[config.mk]
export PLATFORM = sky130hd
export DESIGN_NAME = pulse_rate_spo2_alarm_monitor_flat
export DESIGN_NICKNAME = d
export VERILOG_FILES = /design/src/rtl/prsam_pkg.sv /design/src/rtl/prsam_if.sv /design/src/rtl/pulse_rate_spo2_alarm_monitor.sv /design/src/rtl/prsam_spo2.sv /design/src/flat_wrapper.sv
export VERILOG_INCLUDE_DIRS = /design/src /design/src/rtl
export SDC_FILE = /design/constraint.sdc
export NUM_CORES = 1
export LEC_CHECK = 0
export BUFFER_PORTS_ARGS = -buffer_cell sky130_fd_sc_hd__buf_2
export CAP_MARGIN = 30
export CORE_UTILIZATION = 39
export CTS_CLUSTER_SIZE = 14
export DETAILED_ROUTE_END_ITERATION = 6
export MAX_ROUTING_LAYER = met4
export PLACE_DENSITY_LB_ADDON = 0.3
export REMOVE_ABC_BUFFERS = 1
export SLEW_MARGIN = 10
export SYNTH_ARGS = -nofsm -noshare
export SYNTH_HDL_FRONTEND = slang
export SYNTH_HIERARCHICAL = 1
export SYNTH_SLANG_ARGS = --single-unit
export TNS_END_PERCENT = 10
[constraint.sdc]
create_clock -name i_clk -period 17.29 [get_ports i_clk]
set_clock_uncertainty 0.05 [all_clocks]
set_input_delay 1.729 -clock i_clk [delete_from_list [all_inputs] [get_ports i_clk]]
set_output_delay 1.729 -clock i_clk [all_outputs]
set_load 0.05 [all_outputs]
[src/rtl/pulse_rate_spo2_alarm_monitor_assert.svh]
// Assertion macros shared by the monitor RTL.
`ifndef PULSE_RATE_SPO2_ALARM_MONITOR_ASSERT_SVH
`define PULSE_RATE_SPO2_ALARM_MONITOR_ASSERT_SVH

// Checks that the condition holds in the same cycle as the trigger.
`define PRSAM_ASSERT_NOW(lbl, trig, cond) \
    lbl: assert property (@(posedge i_clk) disable iff (!i_rst_n) (trig) |-> (cond)) \
        else $error("monitor assertion failed");

// Checks that the condition holds in the cycle after the trigger.
`define PRSAM_ASSERT_NEXT(lbl, trig, cond) \
    lbl: assert property (@(posedge i_clk) disable iff (!i_rst_n) (trig) |=> (cond)) \
        else $error("monitor assertion failed");

`endif

[src/rtl/prsam_pkg.sv]
`default_nettype none

package prsam_pkg;

    localparam int WINDOW_LEN_DEF = 5;

    localparam int TS_W     = 32;
    localparam int LEVEL_W  = 12;
    localparam int FOLD_W   = 13;
    localparam int RATE_W   = 17;
    localparam int BPM_W    = 9;
    localparam int SPO2_W   = 7;
    localparam int ALARM_W  = 3;
    localparam int RUN_W    = 8;
    localparam int CFG_IDX_W  = 1;
    localparam int CFG_DATA_W = 32;

    localparam logic [63:0] MINUTE_US = 64'd60000000;

    localparam logic [RATE_W-1:0] RATE_Q8_MAX = 17'd76800;
    localparam logic [RATE_W-1:0] RATE_Q8_40  = 17'd10240;
    localparam logic [RATE_W-1:0] RATE_Q8_60  = 17'd15360;
    localparam logic [RATE_W-1:0] RATE_Q8_100 = 17'd25600;
    localparam logic [RATE_W-1:0] RATE_Q8_120 = 17'd30720;

    localparam logic [BPM_W-1:0] BPM_40  = 9'd40;
    localparam logic [BPM_W-1:0] BPM_60  = 9'd60;
    localparam logic [BPM_W-1:0] BPM_100 = 9'd100;
    localparam logic [BPM_W-1:0] BPM_120 = 9'd120;

    localparam logic [TS_W-1:0]   DEBOUNCE_RST = 32'd200000;
    localparam logic [RUN_W-1:0]  PERSIST_RST  = 8'd5;
    localparam logic [RUN_W-1:0]  RUN_MAX      = 8'd255;
    localparam logic [SPO2_W-1:0] SPO2_BASE    = 7'd80;

    localparam logic [LEVEL_W-1:0] FOLD_LOW  = 12'd2000;
    localparam logic [LEVEL_W-1:0] FOLD_HIGH = 12'd2100;
    localparam logic [FOLD_W-1:0]  FOLD_FULL = 13'd4096;
    localparam logic [FOLD_W-1:0]  FOLD_MID  = 13'd2048;
    localparam logic [FOLD_W-1:0]  SUM_CRIT  = 13'd1024;
    localparam logic [FOLD_W-1:0]  SUM_LOW   = 13'd2048;

    localparam logic [ALARM_W-1:0] ALARM_NORMAL    = 3'd0;
    localparam logic [ALARM_W-1:0] ALARM_RATE_ALT  = 3'd1;
    localparam logic [ALARM_W-1:0] ALARM_SPO2_LOW  = 3'd2;
    localparam logic [ALARM_W-1:0] ALARM_RATE_CRIT = 3'd3;
    localparam logic [ALARM_W-1:0] ALARM_SPO2_CRIT = 3'd4;

    localparam logic [CFG_IDX_W-1:0] CFG_DEBOUNCE = 1'd0;
    localparam logic [CFG_IDX_W-1:0] CFG_PERSIST  = 1'd1;

    localparam logic CMD_BEAT   = 1'b0;
    localparam logic CMD_SAMPLE = 1'b1;

    typedef struct packed {
        logic [BPM_W-1:0] bpm;
        logic [RUN_W-1:0] altered_run;
        logic [RUN_W-1:0] critical_run;
        logic [RUN_W-1:0] persist_count;
        logic             low_flag;
        logic             critical_flag;
    } t_spo2_ctx;

    typedef struct packed {
        logic [SPO2_W-1:0]  spo2;
        logic               low_flag;
        logic               critical_flag;
        logic [ALARM_W-1:0] alarm;
    } t_spo2_res;

    function automatic logic [FOLD_W-1:0] fold_channel(input logic [LEVEL_W-1:0] v);
        logic [FOLD_W-1:0] r;
        if (v < FOLD_LOW) begin
            r = FOLD_W'(v);
        end else if (v > FOLD_HIGH) begin
            r = FOLD_FULL - FOLD_W'(v);
        end else begin
            r = FOLD_MID;
        end
        return r;
    endfunction

endpackage

`default_nettype wire

[src/rtl/prsam_if.sv]
`default_nettype none

interface prsam_in_if import prsam_pkg::*; ();
    logic               valid;
    logic               ready;
    logic               command;
    logic [TS_W-1:0]    timestamp_us;
    logic [LEVEL_W-1:0] red_level;
    logic [LEVEL_W-1:0] infrared_level;

    modport source (output valid, command, timestamp_us, red_level, infrared_level,
                    input ready);
    modport sink (input valid, command, timestamp_us, red_level, infrared_level,
                  output ready);
endinterface

interface prsam_out_if import prsam_pkg::*; ();
    logic               valid;
    logic               ready;
    logic               beat_accepted;
    logic [BPM_W-1:0]   rate_bpm;
    logic [SPO2_W-1:0]  spo2_percent;
    logic [ALARM_W-1:0] alarm_code;

    modport source (output valid, beat_accepted, rate_bpm, spo2_percent, alarm_code,
                    input ready);
    modport sink (input valid, beat_accepted, rate_bpm, spo2_percent, alarm_code,
                  output ready);
endinterface

interface prsam_cfg_if import prsam_pkg::*; ();
    logic                  valid;
    logic                  ready;
    logic [CFG_IDX_W-1:0]  index;
    logic [CFG_DATA_W-1:0] data;

    modport source (output valid, index, data, input ready);
    modport sink (input valid, index, data, output ready);
endinterface

`default_nettype wire

[src/rtl/pulse_rate_spo2_alarm_monitor.sv]
// A beat that fills the window passes the SUM, PREP, DIV, SAT, BAND and FIN states;
// the window sum, the dividend and the restoring division all run on the shared adder.
// Other beats pass BAND and FIN; samples and rejected beats go straight to FIN.
// One item is in flight at a time; a new one is taken once the result is registered.
// Reset is synchronous and active low; it restores control, state and configuration at once.
`default_nettype none

module pulse_rate_spo2_alarm_monitor import prsam_pkg::*; #(
    parameter int WINDOW_LEN = WINDOW_LEN_DEF
) (
    input  logic        i_clk,
    input  logic        i_rst_n,
    prsam_in_if.sink    i_in,
    prsam_out_if.source o_out,
    prsam_cfg_if.sink   i_cfg
);

    `include "pulse_rate_spo2_alarm_monitor_assert.svh"

    localparam int          SUM_W  = TS_W + $clog2(WINDOW_LEN);
    localparam logic [63:0] NUM    = MINUTE_US * 64'(WINDOW_LEN) * 64'd256;
    localparam int          DIV_W  = $clog2(NUM + (64'd1 << (SUM_W - 1)));
    localparam int          ALU_W  = (DIV_W > SUM_W + 1) ? DIV_W : SUM_W + 1;
    localparam int          ALU_N  = ALU_W + 1;
    localparam int          CNT_W  = $clog2(ALU_W + 1);
    localparam int          WIN_IW = (WINDOW_LEN > 1) ? $clog2(WINDOW_LEN) : 1;
    localparam int          BS_W   = $clog2(WINDOW_LEN + 1);

    localparam logic [2:0] ST_IDLE = 3'd0;
    localparam logic [2:0] ST_SUM  = 3'd1;
    localparam logic [2:0] ST_PREP = 3'd2;
    localparam logic [2:0] ST_DIV  = 3'd3;
    localparam logic [2:0] ST_SAT  = 3'd4;
    localparam logic [2:0] ST_BAND = 3'd5;
    localparam logic [2:0] ST_FIN  = 3'd6;

    logic [2:0]         r_state, n_state;
    logic [CNT_W-1:0]   r_cnt, n_cnt;
    logic [TS_W-1:0]    r_debounce, n_debounce;
    logic [RUN_W-1:0]   r_persist, n_persist;
    logic [TS_W-1:0]    r_last, n_last;
    logic [TS_W-1:0]    r_win [WINDOW_LEN];
    logic [TS_W-1:0]    n_win [WINDOW_LEN];
    logic [BS_W-1:0]    r_beats, n_beats;
    logic [RATE_W-1:0]  r_rate, n_rate;
    logic [RUN_W-1:0]   r_alt_run, n_alt_run;
    logic [RUN_W-1:0]   r_crit_run, n_crit_run;
    logic               r_low, n_low;
    logic               r_crit, n_crit;
    logic [SPO2_W-1:0]  r_spo2, n_spo2;
    logic [SUM_W-1:0]   r_sum, n_sum;
    logic [DIV_W-1:0]   r_dvd, n_dvd;
    logic [SUM_W-1:0]   r_rem, n_rem;
    logic               r_acc, n_acc;
    logic [ALARM_W-1:0] r_alarm, n_alarm;
    logic               r_out_valid, n_out_valid;
    logic               r_out_acc, n_out_acc;
    logic [BPM_W-1:0]   r_out_bpm, n_out_bpm;
    logic [SPO2_W-1:0]  r_out_spo2, n_out_spo2;
    logic [ALARM_W-1:0] r_out_alarm, n_out_alarm;

    logic [ALU_N-1:0]   w_alu_a, w_alu_b, w_alu_y;
    logic               w_alu_sub;
    logic [SUM_W:0]     w_shift;
    logic [TS_W-1:0]    w_delta;
    logic [RATE_W-1:0]  w_bpm_sum;
    logic [BPM_W-1:0]   w_bpm;
    logic               w_in_xfer;
    t_spo2_ctx          w_ctx;
    t_spo2_res          w_res;

    assign w_in_xfer = i_in.valid && i_in.ready;
    assign w_delta   = i_in.timestamp_us - r_last;
    assign w_bpm_sum = r_rate + RATE_W'(128);
    assign w_bpm     = w_bpm_sum[RATE_W-1:8];
    assign w_shift   = {r_rem, r_dvd[DIV_W-1]};

    assign w_ctx.bpm           = w_bpm;
    assign w_ctx.altered_run   = r_alt_run;
    assign w_ctx.critical_run  = r_crit_run;
    assign w_ctx.persist_count = r_persist;
    assign w_ctx.low_flag      = r_low;
    assign w_ctx.critical_flag = r_crit;

    prsam_spo2 u_spo2 (
        .i_red_level      (i_in.red_level),
        .i_infrared_level (i_in.infrared_level),
        .i_ctx            (w_ctx),
        .o_res            (w_res)
    );

    // Shared adder: accumulates the window, forms the dividend and runs the division.
    always_comb begin
        w_alu_a   = '0;
        w_alu_b   = '0;
        w_alu_sub = 1'b0;
        case (r_state)
            ST_SUM: begin
                w_alu_a = ALU_N'(r_sum);
                w_alu_b = ALU_N'(r_win[r_cnt[WIN_IW-1:0]]);
            end
            ST_PREP: begin
                w_alu_a = ALU_N'(NUM);
                w_alu_b = ALU_N'(r_sum >> 1);
            end
            ST_DIV: begin
                w_alu_a   = ALU_N'(w_shift);
                w_alu_b   = ALU_N'(r_sum);
                w_alu_sub = 1'b1;
            end
            default: begin
                w_alu_a = '0;
            end
        endcase
    end

    assign w_alu_y = w_alu_a + (w_alu_sub ? ~w_alu_b : w_alu_b) + ALU_N'(w_alu_sub);

    assign i_in.ready   = (r_state == ST_IDLE);
    assign i_cfg.ready  = 1'b1;
    assign o_out.valid         = r_out_valid;
    assign o_out.beat_accepted = r_out_acc;
    assign o_out.rate_bpm      = r_out_bpm;
    assign o_out.spo2_percent  = r_out_spo2;
    assign o_out.alarm_code    = r_out_alarm;

    always_comb begin
        n_state     = r_state;
        n_cnt       = r_cnt;
        n_debounce  = r_debounce;
        n_persist   = r_persist;
        n_last      = r_last;
        n_win       = r_win;
        n_beats     = r_beats;
        n_rate      = r_rate;
        n_alt_run   = r_alt_run;
        n_crit_run  = r_crit_run;
        n_low       = r_low;
        n_crit      = r_crit;
        n_spo2      = r_spo2;
        n_sum       = r_sum;
        n_dvd       = r_dvd;
        n_rem       = r_rem;
        n_acc       = r_acc;
        n_alarm     = r_alarm;
        n_out_valid = r_out_valid;
        n_out_acc   = r_out_acc;
        n_out_bpm   = r_out_bpm;
        n_out_spo2  = r_out_spo2;
        n_out_alarm = r_out_alarm;

        if (i_cfg.valid && i_cfg.ready) begin
            case (i_cfg.index)
                CFG_DEBOUNCE: n_debounce = i_cfg.data;
                CFG_PERSIST:  n_persist  = i_cfg.data[RUN_W-1:0];
                default:      n_debounce = r_debounce;
            endcase
        end

        if (r_out_valid && o_out.ready) begin
            n_out_valid = 1'b0;
        end

        case (r_state)
            ST_IDLE: begin
                if (w_in_xfer) begin
                    n_alarm = ALARM_NORMAL;
                    n_acc   = 1'b0;
                    n_state = ST_FIN;
                    if (i_in.command == CMD_SAMPLE) begin
                        n_spo2  = w_res.spo2;
                        n_low   = w_res.low_flag;
                        n_crit  = w_res.critical_flag;
                        n_alarm = w_res.alarm;
                    end else if (w_delta > r_debounce) begin
                        n_acc  = 1'b1;
                        n_last = i_in.timestamp_us;
                        for (int k = 1; k < WINDOW_LEN; k++) begin
                            n_win[k] = r_win[k-1];
                        end
                        n_win[0] = w_delta;
                        if (r_beats < BS_W'(WINDOW_LEN)) begin
                            n_beats = r_beats + BS_W'(1);
                        end
                        if (n_beats == BS_W'(WINDOW_LEN)) begin
                            n_sum   = '0;
                            n_cnt   = '0;
                            n_state = ST_SUM;
                        end else begin
                            n_state = ST_BAND;
                        end
                    end
                end
            end
            ST_SUM: begin
                n_sum = w_alu_y[SUM_W-1:0];
                n_cnt = r_cnt + CNT_W'(1);
                if (r_cnt == CNT_W'(WINDOW_LEN - 1)) begin
                    n_state = ST_PREP;
                end
            end
            ST_PREP: begin
                n_dvd   = w_alu_y[DIV_W-1:0];
                n_rem   = '0;
                n_cnt   = '0;
                n_state = ST_DIV;
            end
            ST_DIV: begin
                if (!w_alu_y[ALU_W]) begin
                    n_rem = w_alu_y[SUM_W-1:0];
                end else begin
                    n_rem = w_shift[SUM_W-1:0];
                end
                n_dvd = {r_dvd[DIV_W-2:0], !w_alu_y[ALU_W]};
                n_cnt = r_cnt + CNT_W'(1);
                if (r_cnt == CNT_W'(DIV_W - 1)) begin
                    n_state = ST_SAT;
                end
            end
            ST_SAT: begin
                if (r_dvd > DIV_W'(RATE_Q8_MAX)) begin
                    n_rate = RATE_Q8_MAX;
                end else begin
                    n_rate = r_dvd[RATE_W-1:0];
                end
                n_state = ST_BAND;
            end
            ST_BAND: begin
                if (((r_rate > RATE_Q8_100) && (r_rate < RATE_Q8_120)) ||
                    ((r_rate < RATE_Q8_60) && (r_rate > RATE_Q8_40))) begin
                    n_alt_run  = (r_alt_run < RUN_MAX) ? r_alt_run + RUN_W'(1) : RUN_MAX;
                    n_crit_run = '0;
                end else if ((r_rate > RATE_Q8_120) || (r_rate < RATE_Q8_40)) begin
                    n_crit_run = (r_crit_run < RUN_MAX) ? r_crit_run + RUN_W'(1) : RUN_MAX;
                    n_alt_run  = '0;
                end else begin
                    n_alt_run  = '0;
                    n_crit_run = '0;
                end
                n_state = ST_FIN;
            end
            ST_FIN: begin
                if (!r_out_valid || o_out.ready) begin
                    n_out_valid = 1'b1;
                    n_out_acc   = r_acc;
                    n_out_bpm   = w_bpm;
                    n_out_spo2  = r_spo2;
                    n_out_alarm = r_alarm;
                    n_state     = ST_IDLE;
                end
            end
            default: begin
                n_state = ST_IDLE;
            end
        endcase
    end

    always_ff @(posedge i_clk) begin
        if (!i_rst_n) begin
            r_state     <= ST_IDLE;
            r_cnt       <= '0;
            r_out_valid <= 1'b0;
            r_debounce  <= DEBOUNCE_RST;
            r_persist   <= PERSIST_RST;
            r_last      <= '0;
            for (int k = 0; k < WINDOW_LEN; k++) begin
                r_win[k] <= '0;
            end
            r_beats     <= '0;
            r_rate      <= '0;
            r_alt_run   <= '0;
            r_crit_run  <= '0;
            r_low       <= 1'b0;
            r_crit      <= 1'b0;
            r_spo2      <= SPO2_BASE;
        end else begin
            r_state     <= n_state;
            r_cnt       <= n_cnt;
            r_out_valid <= n_out_valid;
            r_debounce  <= n_debounce;
            r_persist   <= n_persist;
            r_last      <= n_last;
            r_win       <= n_win;
            r_beats     <= n_beats;
            r_rate      <= n_rate;
            r_alt_run   <= n_alt_run;
            r_crit_run  <= n_crit_run;
            r_low       <= n_low;
            r_crit      <= n_crit;
            r_spo2      <= n_spo2;
        end
    end

    always_ff @(posedge i_clk) begin
        r_sum       <= n_sum;
        r_dvd       <= n_dvd;
        r_rem       <= n_rem;
        r_acc       <= n_acc;
        r_alarm     <= n_alarm;
        r_out_acc   <= n_out_acc;
        r_out_bpm   <= n_out_bpm;
        r_out_spo2  <= n_out_spo2;
        r_out_alarm <= n_out_alarm;
    end

    `PRSAM_ASSERT_NOW(a_beats_bound, 1'b1, r_beats <= BS_W'(WINDOW_LEN))
    `PRSAM_ASSERT_NOW(a_rem_below_divisor, r_state == ST_DIV, r_rem < r_sum)
    `PRSAM_ASSERT_NOW(a_rate_saturated, r_state == ST_BAND, r_rate <= RATE_Q8_MAX)
    `PRSAM_ASSERT_NEXT(a_busy_after_transfer, w_in_xfer, r_state != ST_IDLE)
    `PRSAM_ASSERT_NOW(a_beat_no_alarm, r_out_valid && r_out_acc, r_out_alarm == ALARM_NORMAL)

endmodule

`default_nettype wire

[src/rtl/prsam_spo2.sv]
`default_nettype none

module prsam_spo2 import prsam_pkg::*; (
    input  logic [LEVEL_W-1:0] i_red_level,
    input  logic [LEVEL_W-1:0] i_infrared_level,
    input  t_spo2_ctx          i_ctx,
    output t_spo2_res          o_res
);

    logic [FOLD_W-1:0] w_sum;
    logic [14:0]       w_scaled;
    logic [14:0]       w_round;
    logic              w_rate_alt;
    logic              w_rate_crit;

    assign w_sum    = fold_channel(i_red_level) + fold_channel(i_infrared_level);
    assign w_scaled = {w_sum, 2'b00} + 15'(w_sum);
    assign w_round  = w_scaled + 15'd512;

    assign w_rate_alt  = ((i_ctx.bpm > BPM_100) || (i_ctx.bpm < BPM_60))
                         && (i_ctx.altered_run >= i_ctx.persist_count);
    assign w_rate_crit = ((i_ctx.bpm > BPM_120) || (i_ctx.bpm < BPM_40))
                         && (i_ctx.critical_run >= i_ctx.persist_count);

    always_comb begin
        logic w_low;
        logic w_crit;
        w_low  = i_ctx.low_flag;
        w_crit = i_ctx.critical_flag;
        if ((w_sum > SUM_CRIT) && (w_sum < SUM_LOW)) begin
            w_low  = 1'b1;
            w_crit = 1'b0;
        end else if (w_sum < SUM_CRIT) begin
            w_crit = 1'b1;
            w_low  = 1'b0;
        end

        o_res.spo2 = SPO2_BASE + SPO2_W'(w_round[14:10]);
        o_res.alarm = ALARM_NORMAL;
        if (w_rate_alt) begin
            o_res.alarm = ALARM_RATE_ALT;
        end else if (w_low) begin
            o_res.alarm = ALARM_SPO2_LOW;
            w_low = 1'b0;
        end else if (w_rate_crit) begin
            o_res.alarm = ALARM_RATE_CRIT;
        end else if (w_crit) begin
            o_res.alarm = ALARM_SPO2_CRIT;
            w_crit = 1'b0;
        end
        o_res.low_flag      = w_low;
        o_res.critical_flag = w_crit;
    end

endmodule

`default_nettype wire
[src/flat_wrapper.sv]
// flat-port wrapper written by rule: the top's interface ports become plain ports
module pulse_rate_spo2_alarm_monitor_flat import prsam_pkg::*;
#(
    parameter int WINDOW_LEN = WINDOW_LEN_DEF
)
  (i_clk, i_rst_n, i_in_valid, i_in_command, i_in_timestamp_us, i_in_red_level, i_in_infrared_level, i_in_ready, o_out_valid, o_out_beat_accepted, o_out_rate_bpm, o_out_spo2_percent, o_out_alarm_code, o_out_ready, i_cfg_valid, i_cfg_index, i_cfg_data, i_cfg_ready);
  prsam_in_if i_in_i ();
  prsam_out_if o_out_i ();
  prsam_cfg_if i_cfg_i ();
  input  logic i_clk;
  input  logic i_rst_n;
  input wire logic [$bits(i_in_i.valid)-1:0] i_in_valid;
  input wire logic [$bits(i_in_i.command)-1:0] i_in_command;
  input wire logic [$bits(i_in_i.timestamp_us)-1:0] i_in_timestamp_us;
  input wire logic [$bits(i_in_i.red_level)-1:0] i_in_red_level;
  input wire logic [$bits(i_in_i.infrared_level)-1:0] i_in_infrared_level;
  output wire logic [$bits(i_in_i.ready)-1:0] i_in_ready;
  output wire logic [$bits(o_out_i.valid)-1:0] o_out_valid;
  output wire logic [$bits(o_out_i.beat_accepted)-1:0] o_out_beat_accepted;
  output wire logic [$bits(o_out_i.rate_bpm)-1:0] o_out_rate_bpm;
  output wire logic [$bits(o_out_i.spo2_percent)-1:0] o_out_spo2_percent;
  output wire logic [$bits(o_out_i.alarm_code)-1:0] o_out_alarm_code;
  input wire logic [$bits(o_out_i.ready)-1:0] o_out_ready;
  input wire logic [$bits(i_cfg_i.valid)-1:0] i_cfg_valid;
  input wire logic [$bits(i_cfg_i.index)-1:0] i_cfg_index;
  input wire logic [$bits(i_cfg_i.data)-1:0] i_cfg_data;
  output wire logic [$bits(i_cfg_i.ready)-1:0] i_cfg_ready;
  assign i_in_i.valid = i_in_valid;
  assign i_in_i.command = i_in_command;
  assign i_in_i.timestamp_us = i_in_timestamp_us;
  assign i_in_i.red_level = i_in_red_level;
  assign i_in_i.infrared_level = i_in_infrared_level;
  assign i_in_ready = i_in_i.ready;
  assign o_out_valid = o_out_i.valid;
  assign o_out_beat_accepted = o_out_i.beat_accepted;
  assign o_out_rate_bpm = o_out_i.rate_bpm;
  assign o_out_spo2_percent = o_out_i.spo2_percent;
  assign o_out_alarm_code = o_out_i.alarm_code;
  assign o_out_i.ready = o_out_ready;
  assign i_cfg_i.valid = i_cfg_valid;
  assign i_cfg_i.index = i_cfg_index;
  assign i_cfg_i.data = i_cfg_data;
  assign i_cfg_ready = i_cfg_i.ready;
  pulse_rate_spo2_alarm_monitor #(.WINDOW_LEN(WINDOW_LEN)) u_core (.i_clk(i_clk), .i_rst_n(i_rst_n), .i_in(i_in_i), .o_out(o_out_i), .i_cfg(i_cfg_i));
endmodule
### Word level (Yosys, flattened, before mapping)

Index checks and enable logic that the tools add are counted.

| word-level totals | value |
|---|---|
| register bits after elaboration | 418 |
| input port bits | 95 |
| output and inout bits | 23 |

| cells by class | value |
|---|---|
| add/subtract/negate cells | 14 |
| $lt $le $gt $ge | 25 |
| equal/unequal tests | 16 |
| muxes and demuxes | 59 |
| bitwise operators | 4 |
| reductions and logical operators | 30 |

Operators with widths:

| operator | count |
|---|---|
| $mux 35 | 5 |
| $pmux 35 s2 | 2 |
| $pmux 37 s3 | 1 |
| $pmux 35 s3 | 1 |
| $bmux 32 s3 | 1 |
| $pmux 37 s2 | 1 |
| $mux 32 | 2 |
| $mux 13 | 4 |
| $mux 8 | 5 |
| $mux 3 | 13 |
| $add 37x38->38 | 1 |
| $add 38x1->38 | 1 |
| $mux 38 | 1 |
| $not 35->38 | 1 |
| $gt 37x17->1 const B | 1 |
| $gt 17x15->1 const B | 2 |
| $lt 17x14->1 const B | 2 |
| $gt 32x32->1 | 1 |
| $sub 32x32->32 | 1 |
| $sub 13x12->13 const A | 2 |
| $gt 12x12->1 const B | 2 |
| $lt 12x11->1 const B | 2 |
| $mux 6 | 4 |
| $pmux 3 s7 | 1 |
| other kinds (44) | 91 |

### Depth between registers and ports, before layout

Gate-level depths: netlist of run 1.

| logic depth | value |
|---|---|
| depth after elaboration | 12 |
| depth in mapped cells | 27 |
| depth with buffers taken out | 25 |

### By module

Netlist of run 1, hierarchy kept.

Modules (own cells, without submodules):

| module | times used | cells an instance | area each (um^2) |
|---|---|---|---|
| pulse_rate_spo2_alarm_monitor | 1 | 2796 | 23386.2 |
| prsam_spo2 | 1 | 317 | 2200.9 |

### Worst setup path before layout of run 1

Ideal clock, no wire load.

| timing path | value |
|---|---|
| path kind | input-to-reg |
| start point | in i_in_timestamp_us[0] |
| end point | reg u_core.r_sum[0], enable pin |
| data arrival time | 8.156 ns |
| data required time | 16.760 ns |
| path slack | 8.604 ns |
| cell stages on the path | 23 |
| path buffers | 1 |
| cells stage by stage | inv_1 ha_1 inv_1 fa_1 a21o_1 a21oi_1 o21ai_0 a21oi_1 a31oi_1 o21ai_0 a21oi_1 o21ai_0 xnor2_1 ha_1 nand4_1 nor2_1 nand2_1 or3_1 o221ai_1 and2_1 clkbuf_1 nand3_1 a211oi_1 |

| on the way | value |
|---|---|
| word-level cells in the longest chain between the ends | 4 |

RTL lines:

| what | RTL line | source |
|---|---|---|
| start: declaration | flat_wrapper.sv:14 | `input wire logic [$bits(i_in_i.timestamp_us)-1:0] i_in_timestamp_us;` |
| $sub 32x32->32 | pulse_rate_spo2_alarm_monitor.sv:73 | `assign w_delta = i_in.timestamp_us - r_last;` |
| named net u_core.w_delta[30] | pulse_rate_spo2_alarm_monitor.sv:65 | `logic [TS_W-1:0] w_delta;` |
| $gt 32x32->1 | pulse_rate_spo2_alarm_monitor.sv:175 | `end else if (w_delta > r_debounce) begin` |
| $ne 2x2->1 (no line) | - |  |
| $reduce_and 5->1 (no line) | - |  |
| end signal: assignment | pulse_rate_spo2_alarm_monitor.sv:295 | `r_sum <= n_sum;` |
| end: declaration | pulse_rate_spo2_alarm_monitor.sv:51 | `logic [SUM_W-1:0] r_sum, n_sum;` |

The timed path passes the listed nets, and every way through them passes these cells.
A chain may end at the register's enable or synchronous reset.

### Worst setup path in the final report of run 1

| timing path | value |
|---|---|
| start point | in i_in_timestamp_us[0] |
| end point | reg u_core/r_win[77] (netlist name) |

| on the way | value |
|---|---|
| word-level cells in the longest chain between the ends | 3 |

RTL lines:

| what | RTL line | source |
|---|---|---|
| $sub 32x32->32 | pulse_rate_spo2_alarm_monitor.sv:73 |  |
| named net u_core.w_delta[30] | pulse_rate_spo2_alarm_monitor.sv:65 |  |
| $gt 32x32->1 | pulse_rate_spo2_alarm_monitor.sv:175 |  |
| $reduce_and 4->1 (no line) | - |  |
| end signal: assignment | pulse_rate_spo2_alarm_monitor.sv:283 | `r_win <= n_win;` |
| end: declaration | pulse_rate_spo2_alarm_monitor.sv:42 | `logic [TS_W-1:0] r_win [WINDOW_LEN];` |

The timed path passes the listed nets, and every way through them passes these cells.

==> results.sh, run 1 <==
export IMPL_status="complete, no violations"
export IMPL_holdCritStartpoint="u_core/r_acc"
export IMPL_rsz0062_at_grt="no"
export IMPL_vias=21724
export IMPL_io_buffers=116
export IMPL_clock_tree_htree_level_count=2
export IMPL_cts_sinks=418
export IMPL_slowest_stage="buf_4"
export IMPL_dp_cells=3937
export IMPL_antenna_found_initial=1
export IMPL_place_area_um2=26900
export IMPL_cp_data_arrival_time_ps=8440
export IMPL_core_area_um2=64700
export IMPL_wl_per_cell_um=16.3
export IMPL_dp_slack_ps=8580
export IMPL_grt_total_usage=0.203
export IMPL_grt_pass1_vias=20740
export IMPL_place_hpwl_um=44200
export IMPL_die_h_um=258
export IMPL_setup_viol=0
export IMPL_setup_ws_ps=9310
export IMPL_cp_max_fo=73
export IMPL_rr_worst_depth=24
export IMPL_place_congestion=0.859
export IMPL_clock_fmax_mhz=125
export IMPL_maxCapViolCount=0
export IMPL_p_leak_nw=10.7
export IMPL_syn_to_final_growth_pct=11.9
export IMPL_worstReg2RegEnd="u_core/r_win[77]"
export IMPL_post_route_min_period_ps=7980
export IMPL_critical_path_max_stage_delay_ps=700
export IMPL_fin_util=0.442
export IMPL_tns_ps=0
export IMPL_post_route_period_util=0.462
export IMPL_stdcell_count=4033
export IMPL_cts_resized=0
export IMPL_cts_setup_buffers=0
export IMPL_worstMarginPinSlew_ps=924
export IMPL_syn_instance_count=3113
export IMPL_cts_hold_buf=0
export IMPL_synth_area_um2=25600
export IMPL_drc_errors=0
export IMPL_gr_total_overflow=0
export IMPL_firstDrtPassIters=7
export IMPL_die_area_um2=66600
export IMPL_viasPerCell=5.39
export IMPL_fp_dieW_um=258
export IMPL_reg2reg_slack_ps=10270
export IMPL_hp_class="reg2reg"
export IMPL_powerDensity_nw_per_um2=112
export IMPL_cts_tree="yes"
export IMPL_crit_type="in2reg"
export IMPL_initial_core_util=0.395
export IMPL_cts_root_buf="clkbuf_16"
export IMPL_cp_required_ps=17750
export IMPL_ys_ff_latch=418
export IMPL_clk_latency_ps=600
export IMPL_synth_avg_cell_area_um2=8.22
export IMPL_ys_seq_area_frac=0.378
export IMPL_hold_path_end="u_core/o_out.beat_accepted"
export IMPL_ant_nets=0
export IMPL_slew_headroom=0.384
export IMPL_drt_wl_total_um=65800
export IMPL_hold_slack_ps=363
export IMPL_ys_warn_count=6
export IMPL_vdd_drop_max_mv=0.0721
export IMPL_nNetsFinal=3386
export IMPL_p_total_mw=3.22
export IMPL_grt_pass1_wl_um=109000
export IMPL_clk_pin_slew_worst_paths_ps=60
export IMPL_drt_iter0_markers=1490
export IMPL_setup_worst_path_end_class="flip-flop"
export IMPL_hold_violations=0
export IMPL_cts_buffer_depth=3
export IMPL_fp_row_count=93
export IMPL_reg2reg_from="u_core/r_last[0]"
export IMPL_min_delay_path_depth=0
export IMPL_async_flop_share=0
export IMPL_slew_violations=0
export IMPL_stdcell_area_um2=28600
export IMPL_drive_gt1_frac=0.0957
export IMPL_critPathLaunchType="input pin"
export IMPL_synth_cell_type_count=78
export IMPL_cts_buffers_inserted=50
export IMPL_grt_max_degree=215
export IMPL_ys_flop_type="dfxtp_1"
export IMPL_io_pins=118
export IMPL_synth_edff_count=131
[flip-flops by register name (all words and copies together), names as in the netlist, 6 cells and up]
| signal | cells |
|---|---|
| u_core/r_persist | 8 |
| u_core/r_sum | 35 |
| u_core/r_rem | 35 |
| u_core/r_debounce | 32 |
| u_core/r_rate | 17 |
| u_core/r_alt_run | 8 |
| u_core/r_spo2 | 7 |
| u_core/r_cnt | 6 |
| u_core/r_win | 160 |
| u_core/o_out.rate_bpm | 9 |
| u_core/r_crit_run | 8 |
| u_core/o_out.spo2_percent | 7 |
| u_core/r_dvd | 37 |
| u_core/r_last | 32 |
[layer usage]
metal / vias up / global-route usage / wire [µm] / share of wire
met3: 77 / 0.0244 / 3020 / 0.046
met2: 441 / 0.319 / 29800 / 0.45
met4: 0 / 0.0501 / 1230 / 0.019
met5: - / - / 0 / 0
met1: 10262 / 0.275 / 31800 / 0.48
li1: 10944 / - / - / -
[cell type report]
type                       count  area [µm²]
clock inverter                20         221
timing repair buffer         158         973
fill                        6517       36100
multi-input combinational   2367       14700
sequential                   418        9690
antenna                        1        2.50
tap                          855        1070
inverter                     141         529
clock buffer                  73        1460
[power breakdown]
part	internal, mW	switching (mW)
combinational	0.342	0.617
clock	0.645	0.427
sequential	1.12	0.0642
[cell usage in the layout (no fill, tap or decap), drive strengths merged, types with 29 or more instances in the layout]
cell	instances
a21boi	226
a21o	46
a21oi	160
a22oi	57
buf	158
clkbuf	73
dfxtp	287
edfxtp	131
ha	152
inv	140
mux2	36
mux2i	58
nand2	647
nand2b	36
nand3	42
nor2	253
nor2b	33
nor3	34
o21ai	145
o221ai	29
xnor2	54
xor2	46
[how the worst max path moves through the flow]
| stage | startpoint | end | slack (ps) | cells past startpoint |
|---|---|---|---|---|
| after floorplan | i_in_timestamp_us[0] | u_core/r_win[156] | 6960 | 22 |
| after global placement | i_in_timestamp_us[0] | u_core/r_win[128] | 8720 | 25 |
| after detailed placement | i_in_timestamp_us[0] | u_core/r_win[148] | 8580 | 25 |
| after CTS | i_in_timestamp_us[0] | u_core/r_win[148] | 9170 | 25 |
| after global routing | i_in_timestamp_us[0] | u_core/r_win[70] | 8580 | 26 |
| final | i_in_timestamp_us[0] | u_core/r_win[77] | 9310 | 26 |
[critical path, delay by kind of cell]
kind | cells | cell delay (ps)
fa+ha+maj | 3 | 860
buf+inv | 6 | 1660
simple gates | 6 | 1350
compound gates | 10 | 2670
xor+xnor | 1 | 110
[logic make-up after synthesis]
logic type,after synthesis,share of synthesized area
other,2,0.000294
AND/OR/NAND/NOR,1174,0.197
XOR/XNOR,100,0.0342
buffers and inverters,328,0.0494
AO/OA/AOI/OAI,842,0.225
flip-flops,418,0.378
adder cells (fa/ha/maj),155,0.0767
multiplexers,94,0.0385
[Yosys cell counts, types with 54 or more instances]
| cell type | instances | area (µm²) |
|---|---|---|
| ha_1 | 152 | 1900 |
| dfxtp_1 | 287 | 5750 |
| a21oi_1 | 158 | 791 |
| xnor2_1 | 54 | 473 |
| nand2_1 | 647 | 2430 |
| a22oi_1 | 57 | 428 |
| edfxtp_1 | 131 | 3930 |
| o21ai_0 | 145 | 726 |
| clkbuf_1 | 160 | 601 |
| inv_1 | 139 | 522 |
| a21boi_0 | 226 | 1700 |
| mux2i_1 | 58 | 581 |
| nor2_1 | 253 | 950 |
Power figures use the tool's default switching activity.
==> run 2, diff against run 1 <==
clock period = 6.5 ns   (was 17.29 ns; I/O delays follow)
==> results.sh, run 2 (synthesized netlist as in run 1, its figures left out) <==
export IMPL_status="complete, no violations"
export IMPL_cts_buffers_inserted=48
export IMPL_ant_nets=0
export IMPL_cts_root_buf="clkbuf_16"
export IMPL_hp_class="in2reg"
export IMPL_n_fill_cell=6413
export IMPL_stdcell_count=4044
export IMPL_cts_resized=0
export IMPL_p_int_mw=5.51
export IMPL_nNetsFinal=3400
export IMPL_slew_headroom=0.324
export IMPL_cp_num_buf_inv=2
export IMPL_hold_violations=0
export IMPL_vdd_drop_max_mv=0.215
export IMPL_die_h_um=258
export IMPL_rsz0062_at_grt="no"
export IMPL_io_pins=118
export IMPL_clock_tree_htree_level_count=2
export IMPL_p_comb_frac=0.304
export IMPL_io_buffers=116
export IMPL_largest_reg_flops=160
export IMPL_initial_core_util=0.395
export IMPL_antenna_found_initial=0
export IMPL_drt_wl_total_um=65500
export IMPL_slew_violations=0
export IMPL_pwr_share_seq=0.375
export IMPL_grt_total_usage=0.201
export IMPL_place_congestion=0.849
export IMPL_fp_row_count=93
export IMPL_fp_dieW_um=258
export IMPL_drc_errors=0
export IMPL_firstDrtPassIters=5
export IMPL_crit_type="reg2reg"
export IMPL_slowest_stage="or3_1"
export IMPL_critPathLaunchType="flip-flop"
export IMPL_grt_pass1_wl_um=108000
export IMPL_p_sw_frac=0.348
export IMPL_cp_data_arrival_time_ps=6000
export IMPL_largest_registers="u_core/r_win x160, u_core/r_dvd x37"
export IMPL_clock_fmax_mhz=173
export IMPL_drt_iter0_markers=1692
export IMPL_drive_gt1_frac=0.101
export IMPL_grt_pass1_vias=20433
export IMPL_cts_hold_buf=0
export IMPL_cp_max_fo=25
export IMPL_core_area_um2=64700
export IMPL_cts_setup_buffers=0
export IMPL_maxCapViolCount=0
export IMPL_worstMarginPinSlew_ps=1010
export IMPL_wl_per_cell_um=16.2
export IMPL_critical_path_max_stage_delay_ps=410
export IMPL_antennaDiodeCount=0
export IMPL_syn_to_final_growth_pct=12.1
export IMPL_pwr_share_clk=0.320
export IMPL_cts_buffer_depth=3
export IMPL_vias=21590
export IMPL_cp_required_ps=6720
export IMPL_crit_family="compound AO/OA/AOI/OAI gates"
export IMPL_p_total_mw=8.45
export IMPL_gr_total_overflow=0
export IMPL_post_route_min_period_ps=5780
export IMPL_setup_worst_path_end_class="flip-flop"
export IMPL_p_leak_nw=10.8
export IMPL_place_hpwl_um=45500
export IMPL_layout_commonest_cell="nand2_1"
export IMPL_clk_pin_slew_worst_paths_ps=60
export IMPL_cts_sinks=418
export IMPL_final_cell_mix="nand2_1 (647), dfxtp_1 (282), nor2_1 (252)"
export IMPL_regMostFlops="u_core/r_win"
export IMPL_switchingPower_mw=2.94
export IMPL_viasPerCell=5.34
export IMPL_die_area_um2=66600
export IMPL_reg2reg_slack_ps=720
export IMPL_setup_viol=0
export IMPL_grt_max_degree=212
export IMPL_clk_latency_ps=590
export IMPL_dp_cells=3954
export IMPL_crit_path_cell_trace="ha_1 > inv_1 > fa_1 > a21o_1 > a21oi_1 > o21ai_0 > a21oi_1 > a31oi_1 > o21ai_0 > a21oi_1 > o21ai_0 > xnor2_1 > ha_1 > nand4_1 > nor2_1 > nand2_1 > or3_1 > o221ai_1 > and2_1 > nand3_1 > a211oi_4 > buf_12"
export IMPL_cts_tree="yes"
export IMPL_post_route_period_util=0.889
export IMPL_powerDensity_nw_per_um2=294
run 2: cell types whose count changed in the layout (fill, tap and decap cells not counted), moves of 2 or more:
cell       before  now
clkinv_1        6    1
inv_4           0    2
buf_16          3    1
buf_4          35   46
bufinv_16       4    0
clkbuf_8        8   13
buf_12          1    8
run 2: area by class of cell:
cell class / instances / area (µm²) / area share
inverters: 141 / 529 / 0.0184
flip-flops and latches: 418 / 9690 / 0.338
clock inverters: 13 / 85.1 / 0.00297
clock buffers: 76 / 1500 / 0.0523
repair buffers: 174 / 1140 / 0.0399
multi-input cells: 2367 / 14700 / 0.512
well taps: 855 / 1070 / 0.0373
run 2: layer usage:
layer  part of all wire  vias to the layer above  track usage
met3              0.049                       70       0.0238
met4              0.020                        0       0.0518
met5                  0                        -            -
met2               0.45                      413        0.314
met1               0.48                    10141        0.275
li1                   -                    10966            -
run 2: worst min-delay path, stage by stage:
cell,delay [ps]
buf_2,80
nand2_1,40
o211ai_1,80
run 2: metrics by stage:
| stage | utilization | TNS, ps | hold WS (ps) | worst slack (ps) | instance area, µm² |
|---|---|---|---|---|---|
| after floorplan | - | -410200 | 350 | -2750 | 24900 |
| after global routing | 0.444 | 0 | 257 | 209 | 28700 |
| after detailed placement | 0.419 | 0 | 355 | 337 | 27100 |
| after global placement | 0.418 | 0 | 352 | 367 | 27100 |
| after CTS | 0.443 | 0 | 224 | 785 | 28700 |
| final | 0.444 | 0 | 250 | 721 | 28700 |
run 2: path summary, 6_finish.rpt:
| kind | startpoint | endpoint | depth (start not counted) |
|---|---|---|---|
| worst min register to register | u_core/r_alarm[0] | u_core/o_out.alarm_code[0] | 0 |
| worst max register to register | u_core/r_last[0] | u_core/r_sum[3] | 22 |
| worst max-delay path | u_core/r_last[0] | u_core/r_sum[3] | 22 |
| worst min-delay path | i_cfg_data[11] | u_core/r_debounce[11] | 3 |
run 2: power groups by stage:
stage,Clock [mW],Sequential (mW),Combinational [mW]
5_1_grt,2.88,3.20,2.87
3_3_place_gp,0,3.22,2.53
3_5_place_dp,0,3.23,2.55
4_1_cts,2.77,3.17,2.56
2_1_floorplan,0,3.25,1.69
6_report,2.71,3.17,2.57
